<file path="src/rtl/rpr_pkg.sv">
// Shared constants and controller/datapath interface types for the resampler.
`default_nettype none
package rpr_pkg;

  localparam int MAX_PHASES   = 16;
  localparam int MAX_TAPS     = 32;
  localparam int SAMPLE_WIDTH = 16;
  localparam int COEF_WIDTH   = 16;
  localparam int ACC_WIDTH    = 40;
  localparam int MAX_OUT      = 16;

  localparam int PHASE_W   = $clog2(MAX_PHASES);
  localparam int TAP_W     = $clog2(MAX_TAPS);
  localparam int SLOTS     = MAX_PHASES * MAX_TAPS;
  localparam int SLOT_W    = $clog2(SLOTS);
  localparam int PROD_W    = SAMPLE_WIDTH + COEF_WIDTH;
  localparam int COUNT_W   = $clog2(MAX_OUT + 1);
  localparam int FRAC_BITS = COEF_WIDTH - 1;

  // Configuration register field widths
  localparam int INTERP_W = 5;
  localparam int DECIM_W  = 5;
  localparam int TAPS_W   = 6;
  localparam int CFG_IDX_W  = 2;
  localparam int CFG_DATA_W = 6;

  localparam logic [CFG_IDX_W-1:0] REG_INTERP = 2'd0;
  localparam logic [CFG_IDX_W-1:0] REG_DECIM  = 2'd1;
  localparam logic [CFG_IDX_W-1:0] REG_TAPS   = 2'd2;

  localparam logic FUNC_SAMPLE = 1'b0;
  localparam logic FUNC_COEF   = 1'b1;

  typedef struct packed {
    logic              shift;
    logic              coef_we;
    logic              mac_issue;
    logic              acc_clear;
    logic              load_out;
    logic              out_last;
    logic [SLOT_W-1:0] coef_addr;
    logic [TAP_W-1:0]  hist_idx;
  } ctl_cmd_t;

  typedef struct packed {
    logic out_free;
  } dp_status_t;

endpackage
`default_nettype wire

</file>
<file path="src/rtl/rpr_controller.sv">
// Controller: configuration registers, output scheduling and tap sequencing.
`default_nettype none
module rpr_controller (
  input  logic                             clk,
  input  logic                             rst,
  input  logic                             in_valid,
  output logic                             in_ready,
  input  logic                             func,
  input  logic                             cfg_valid,
  output logic                             cfg_ready,
  input  logic [rpr_pkg::CFG_IDX_W-1:0]    cfg_index,
  input  logic [rpr_pkg::CFG_DATA_W-1:0]   cfg_data,
  output rpr_pkg::ctl_cmd_t                cmd,
  input  rpr_pkg::dp_status_t              status
);
  import rpr_pkg::*;

  typedef enum logic [2:0] {
    S_IDLE,
    S_CHECK,
    S_ISSUE,
    S_DRAIN1,
    S_DRAIN2,
    S_FINISH
  } state_t;

  localparam logic [INTERP_W-1:0] L_MAX = INTERP_W'(MAX_PHASES);
  localparam logic [DECIM_W-1:0]  D_MAX = DECIM_W'(MAX_PHASES);
  localparam logic [TAPS_W-1:0]   T_MAX = TAPS_W'(MAX_TAPS);
  localparam logic [COUNT_W-1:0]  OUT_LIMIT = COUNT_W'(MAX_OUT);

  state_t               state;
  logic [INTERP_W-1:0]  up_factor;
  logic [DECIM_W-1:0]   down_factor;
  logic [TAPS_W-1:0]    taps_per_phase;
  logic [5:0]           residue;
  logic [PHASE_W-1:0]   phase;
  logic [COUNT_W-1:0]   count;
  logic [TAP_W-1:0]     tap;

  logic [INTERP_W-1:0]  l_eff;
  logic [DECIM_W-1:0]   d_eff;
  logic [TAPS_W-1:0]    t_eff;
  logic [5:0]           l_ext;
  logic [5:0]           residue_next;
  logic [PHASE_W:0]     phase_inc;
  logic [TAPS_W-1:0]    hist_pos;
  logic                 in_acc;
  logic                 due;
  logic                 last_flag;

  always_comb begin
    l_eff = (up_factor == '0) ? INTERP_W'(1) :
            (up_factor > L_MAX) ? L_MAX : up_factor;
    d_eff = (down_factor == '0) ? DECIM_W'(1) :
            (down_factor > D_MAX) ? D_MAX : down_factor;
    t_eff = (taps_per_phase == '0) ? TAPS_W'(1) :
            (taps_per_phase > T_MAX) ? T_MAX : taps_per_phase;
    l_ext        = 6'(l_eff);
    residue_next = residue + 6'(d_eff);
    phase_inc    = {1'b0, phase} + (PHASE_W+1)'(1);
    hist_pos     = t_eff - TAPS_W'(1) - TAPS_W'(tap);
    due          = (residue < l_ext) && (count != OUT_LIMIT);
    last_flag    = (residue_next >= l_ext) || (count == OUT_LIMIT - COUNT_W'(1));
  end

  assign in_ready  = (state == S_IDLE);
  assign cfg_ready = 1'b1;
  assign in_acc    = in_valid && in_ready;

  always_comb begin
    cmd.shift     = in_acc && (func == FUNC_SAMPLE);
    cmd.coef_we   = in_acc && (func == FUNC_COEF);
    cmd.mac_issue = (state == S_ISSUE);
    cmd.acc_clear = (state == S_CHECK);
    cmd.load_out  = (state == S_FINISH) && status.out_free;
    cmd.out_last  = last_flag;
    cmd.coef_addr = {phase, tap};
    cmd.hist_idx  = hist_pos[TAP_W-1:0];
  end

  always_ff @(posedge clk) begin
    if (rst) begin
      state          <= S_IDLE;
      up_factor      <= INTERP_W'(1);
      down_factor    <= DECIM_W'(1);
      taps_per_phase <= T_MAX;
      residue        <= '0;
      phase          <= '0;
      count          <= '0;
      tap            <= '0;
    end else begin
      if (cfg_valid && cfg_ready) begin
        unique case (cfg_index)
          REG_INTERP: up_factor      <= cfg_data[INTERP_W-1:0];
          REG_DECIM:  down_factor    <= cfg_data[DECIM_W-1:0];
          REG_TAPS:   taps_per_phase <= cfg_data[TAPS_W-1:0];
          default: ;
        endcase
      end
      unique case (state)
        S_IDLE: begin
          if (in_acc && (func == FUNC_SAMPLE)) begin
            // A phase left over from a larger interpolation factor restarts at zero.
            if ({1'b0, phase} >= l_eff) begin
              phase <= '0;
            end
            count <= '0;
            state <= S_CHECK;
          end
        end
        S_CHECK: begin
          if (due) begin
            tap   <= '0;
            state <= S_ISSUE;
          end else begin
            residue <= (residue >= l_ext) ? residue - l_ext : '0;
            state   <= S_IDLE;
          end
        end
        S_ISSUE: begin
          if (TAPS_W'(tap) == t_eff - TAPS_W'(1)) begin
            state <= S_DRAIN1;
          end else begin
            tap <= tap + TAP_W'(1);
          end
        end
        S_DRAIN1: state <= S_DRAIN2;
        S_DRAIN2: state <= S_FINISH;
        S_FINISH: begin
          if (status.out_free) begin
            residue <= residue_next;
            phase   <= (phase_inc >= (PHASE_W+1)'(l_eff)) ? '0 : phase_inc[PHASE_W-1:0];
            count   <= count + COUNT_W'(1);
            state   <= S_CHECK;
          end
        end
        default: state <= S_IDLE;
      endcase
    end
  end

endmodule
`default_nettype wire
</file>
<file path="config.mk">
export PLATFORM = sky130hd
export DESIGN_NAME = rpr_controller
export DESIGN_NICKNAME = d
export VERILOG_FILES = /design/src/rtl/rpr_pkg.sv /design/src/rtl/rpr_controller.sv
export SDC_FILE = /design/constraint.sdc
export NUM_CORES = 1
export LEC_CHECK = 0
export ABC_AREA = 1
export BUFFER_PORTS_ARGS = -buffer_cell sky130_fd_sc_hd__clkbuf_2
export CAP_MARGIN = 20
export CORE_MARGIN = 1.5
export CORE_UTILIZATION = 45
export DETAILED_ROUTE_END_ITERATION = 8
export PLACE_DENSITY = 0.61
export SETUP_SLACK_MARGIN = 0.15
export SLEW_MARGIN = 10
export SYNTH_ARGS = -nofsm -noshare
export SYNTH_HDL_FRONTEND = slang
export SYNTH_SLANG_ARGS = --single-unit
</file>
<file path="constraint.sdc">
create_clock -name clk -period 4.4 [get_ports clk]
set_input_delay 1.32 -clock clk [delete_from_list [all_inputs] [get_ports clk]]
set_output_delay 1.32 -clock clk [all_outputs]
set_load 0.05 [all_outputs]
</file>
==> impl_results.md <==
* Fmax at 0.242 GHz
* VDD IR max at 334 uV
* Commonest cells after routing, fill and taps aside: nand2_1, inv_1, nor2_1
* Outcome: completed
* Skew final at 0.00561 ns
* DRC at 0
* Sum Neg Setup Slack at 0 ns
* 1st-iter DRT viols at 114
* Min-Delay Path Class: reg2reg
* P per Cell Area at 535 nW/um2
* Comb pwr share at 55.9%
* Cts bufs inserted at 5
* Transition time of the tightest slew-check pin at 0.726 ns
* Router iterations before antenna repair at 4
* Max-slew violation count at 0
* Die area at 7310 um2
* CTS Root Buffer Type: clkbuf_8
* # clock sinks at 39
* Fin nets at 541
* Syn_area_per_cell at 6.76 um2
* DPL Wire Length at 5.58 mm
* Max-capacitance violation count at 0
* Clock group share of total power at 19.4%
* Core Area at 6460 um2
* Clock Tree Buf Depth at 2
* CTS tree: yes
* Buffers added on ports at 34
* Setup CP Type: reg2out
* CP required at 3.08 ns
* Vias at 2859
* Antenna violations before repair at 0
* Die Wd at 85.5 um
* Sw power at 0.880 mW
* Crit path time final at 4.13 ns
* # diodes at 0
* Switching Fraction at 47.4%
* WL/cell at 12.5 um
* Syn. warnings at 0
* RSZ-0062 raised after global routing: true
* Grt total ovfl at 0
* Ports at 36
* Max transition margin at 51.5%
* Worst EP arrival at 2.81 ns
* Vias/cell at 5.03
* Setup WS post-layout at 0.269 ns
* Leakage power at 1.71 nW
* Antenna viol nets, final at 0
* Final Cycle Share at 93.9%
* Total GRT Usage at 20.7%
* CTS H-tree depth at 2
* Initial Utilization at 47.4%
* Post-Synthesis Cells at 453
* Worst-path fanout max at 2
* Hold Buf Count CTS at 0
* Post-synthesis cell type count at 37
* Vias in the first global route at 2644
* Final setup fails at 0
* Ratio of cells with drive above 1 in the final layout at 13.2%
* Wirelength, routed at 7.11 mm
* Total power at 1.86 mW
* Global-route wire length before repair at 12.2 mm
* P_int at 0.977 mW
* Mapped Area at 3060 um2
* Number of hold violations in the final report at 0
* Row count at 29
* Hold slack at 0.484 ns
* Clock slew at reported path FFs at 0.08 ns
* #FFs+latches synth at 39
* Worst-Skew Late Latency at 0.29 ns
* Most common cell after layout, fill and taps aside: nand2_1
* Post-synth net total at 504
* Sequential area share after synthesis at 25.5%
* Critical path launch point type: flop
* Flop pwr share at 24.7%
* Placer congestion estimate at 0.860
* Critical path endpoint category: output port
* Die span in y at 85.5 um
* Area grow syn2layout at 13.4%
* Post-Place Worst Slack at 0.425 ns
* Largest net degree at the start of global routing at 27
* Fill count at 675
[metal layers]
metal / vias up / wire (um) / GRT usage, %
met2: 40 / 3240 / 32.6
met5: - / 0 / 0
met1: 1271 / 3640 / 29.5
li1: 1544 / - / -
met3: 4 / 179 / 2.92
met4: 0 / 53 / 5.57
[power by group through the flow]
stage	logic (mW)	clock network, mW	registers [mW]
6_report	1.04	0.361	0.458
5_1_grt	1.19	0.384	0.467
4_1_cts	1.01	0.367	0.458
3_5_place_dp	0.999	0	0.466
3_3_place_gp	0.991	0	0.465
2_1_floorplan	0.825	0	0.460
[worst max-delay path, cell delays in order (launching register included)]
cell,delay (ns)
dfxtp_2,0.34
nor4_4,0.28
nor2_1,0.08
nor2_1,0.13
ha_2,0.22
fa_1,0.43
ha_1,0.31
o21a_1,0.10
o21a_1,0.16
o21ai_1,0.12
nand2_1,0.06
nand2_1,0.07
nand3_2,0.07
buf_6,0.15
[worst paths after layout]
kind	startpoint	end	slack, ns	cells after the start
setup / recovery	down_factor[3]	cmd[14]	0.27	13
hold / removal	count[1]	count[1]	0.48	2
setup reg to reg	taps_per_phase[1]	tap[0]	1.88	14
hold reg to reg	count[1]	count[1]	0.48	2
[layout make-up]
cell class	instances	area [um2]	share of cell area, %
Clock inverter	2	60.1	1.73
Inverter	71	272	7.82
Timing Repair Buffer	35	184	5.30
Sequential cell	39	783	22.6
Multi-Input combinational cell	338	2000	57.7
Clock buffer	6	72.6	2.09
Tap cell	77	96.3	2.77
[sequential cells by signal (all words and copies together) (netlist names)]
signal / flops
residue: 6
taps_per_phase: 6
count: 5
down_factor: 5
tap: 5
up_factor: 5
phase: 4
state: 3
[Yosys cell counts (all sizes together)]
| cell type | number | area [um2] |
|---|---|---|
| buf | 3 | 20.0 |
| nand2 | 100 | 410 |
| nand4 | 13 | 96.3 |
| o22ai | 1 | 6.26 |
| inv | 70 | 263 |
| nor3 | 10 | 66.3 |
| or2 | 1 | 6.26 |
| o21a | 2 | 15.0 |
| nor4 | 1 | 6.26 |
| clkbuf | 2 | 7.51 |
| clkinv | 1 | 8.76 |
| o211ai | 1 | 7.51 |
| a21oi | 34 | 170 |
| nand3b | 2 | 15.0 |
| nor2 | 64 | 262 |
| conb | 1 | 3.75 |
| nand3 | 34 | 183 |
| o21ai | 19 | 98.9 |
| a21boi | 1 | 7.51 |
| dfxtp | 39 | 781 |
| o31ai | 1 | 7.51 |
| xnor2 | 5 | 43.8 |
| ha | 34 | 425 |
| fa | 3 | 60.1 |
| xor2 | 9 | 78.8 |
| a31oi | 2 | 12.5 |
[cell families after synthesis]
group | share of synthesized area (%)
other cells | 0.122
compound gates | 10.6
buf+inv | 9.77
flops | 25.5
xor+xnor | 4.00
fa+ha+maj | 15.9
simple gates | 34.1
[metrics by stage]
| step | util [%] | instances | instance area, um2 |
|---|---|---|---|
| 6_report | 53.8 | 568 | 3470 |
| 2_1_floorplan | - | 453 | 3060 |
| 4_1_cts | 53.3 | 567 | 3440 |
| 3_5_place_dp | 51.1 | 559 | 3300 |
| 3_3_place_gp | 51.1 | 559 | 3300 |
| 5_1_grt | 53.8 | 568 | 3470 |
[what timing repair did]
| item | CTS | global route |
|---|---|---|
| pin swaps | 0 | 7 |
| gates resized for setup | 2 | 8 |
| setup endpoints to repair | 1 | 1 |
| setup buffers | 0 | 1 |
Note: power is estimated with default switching activity, not from simulation.
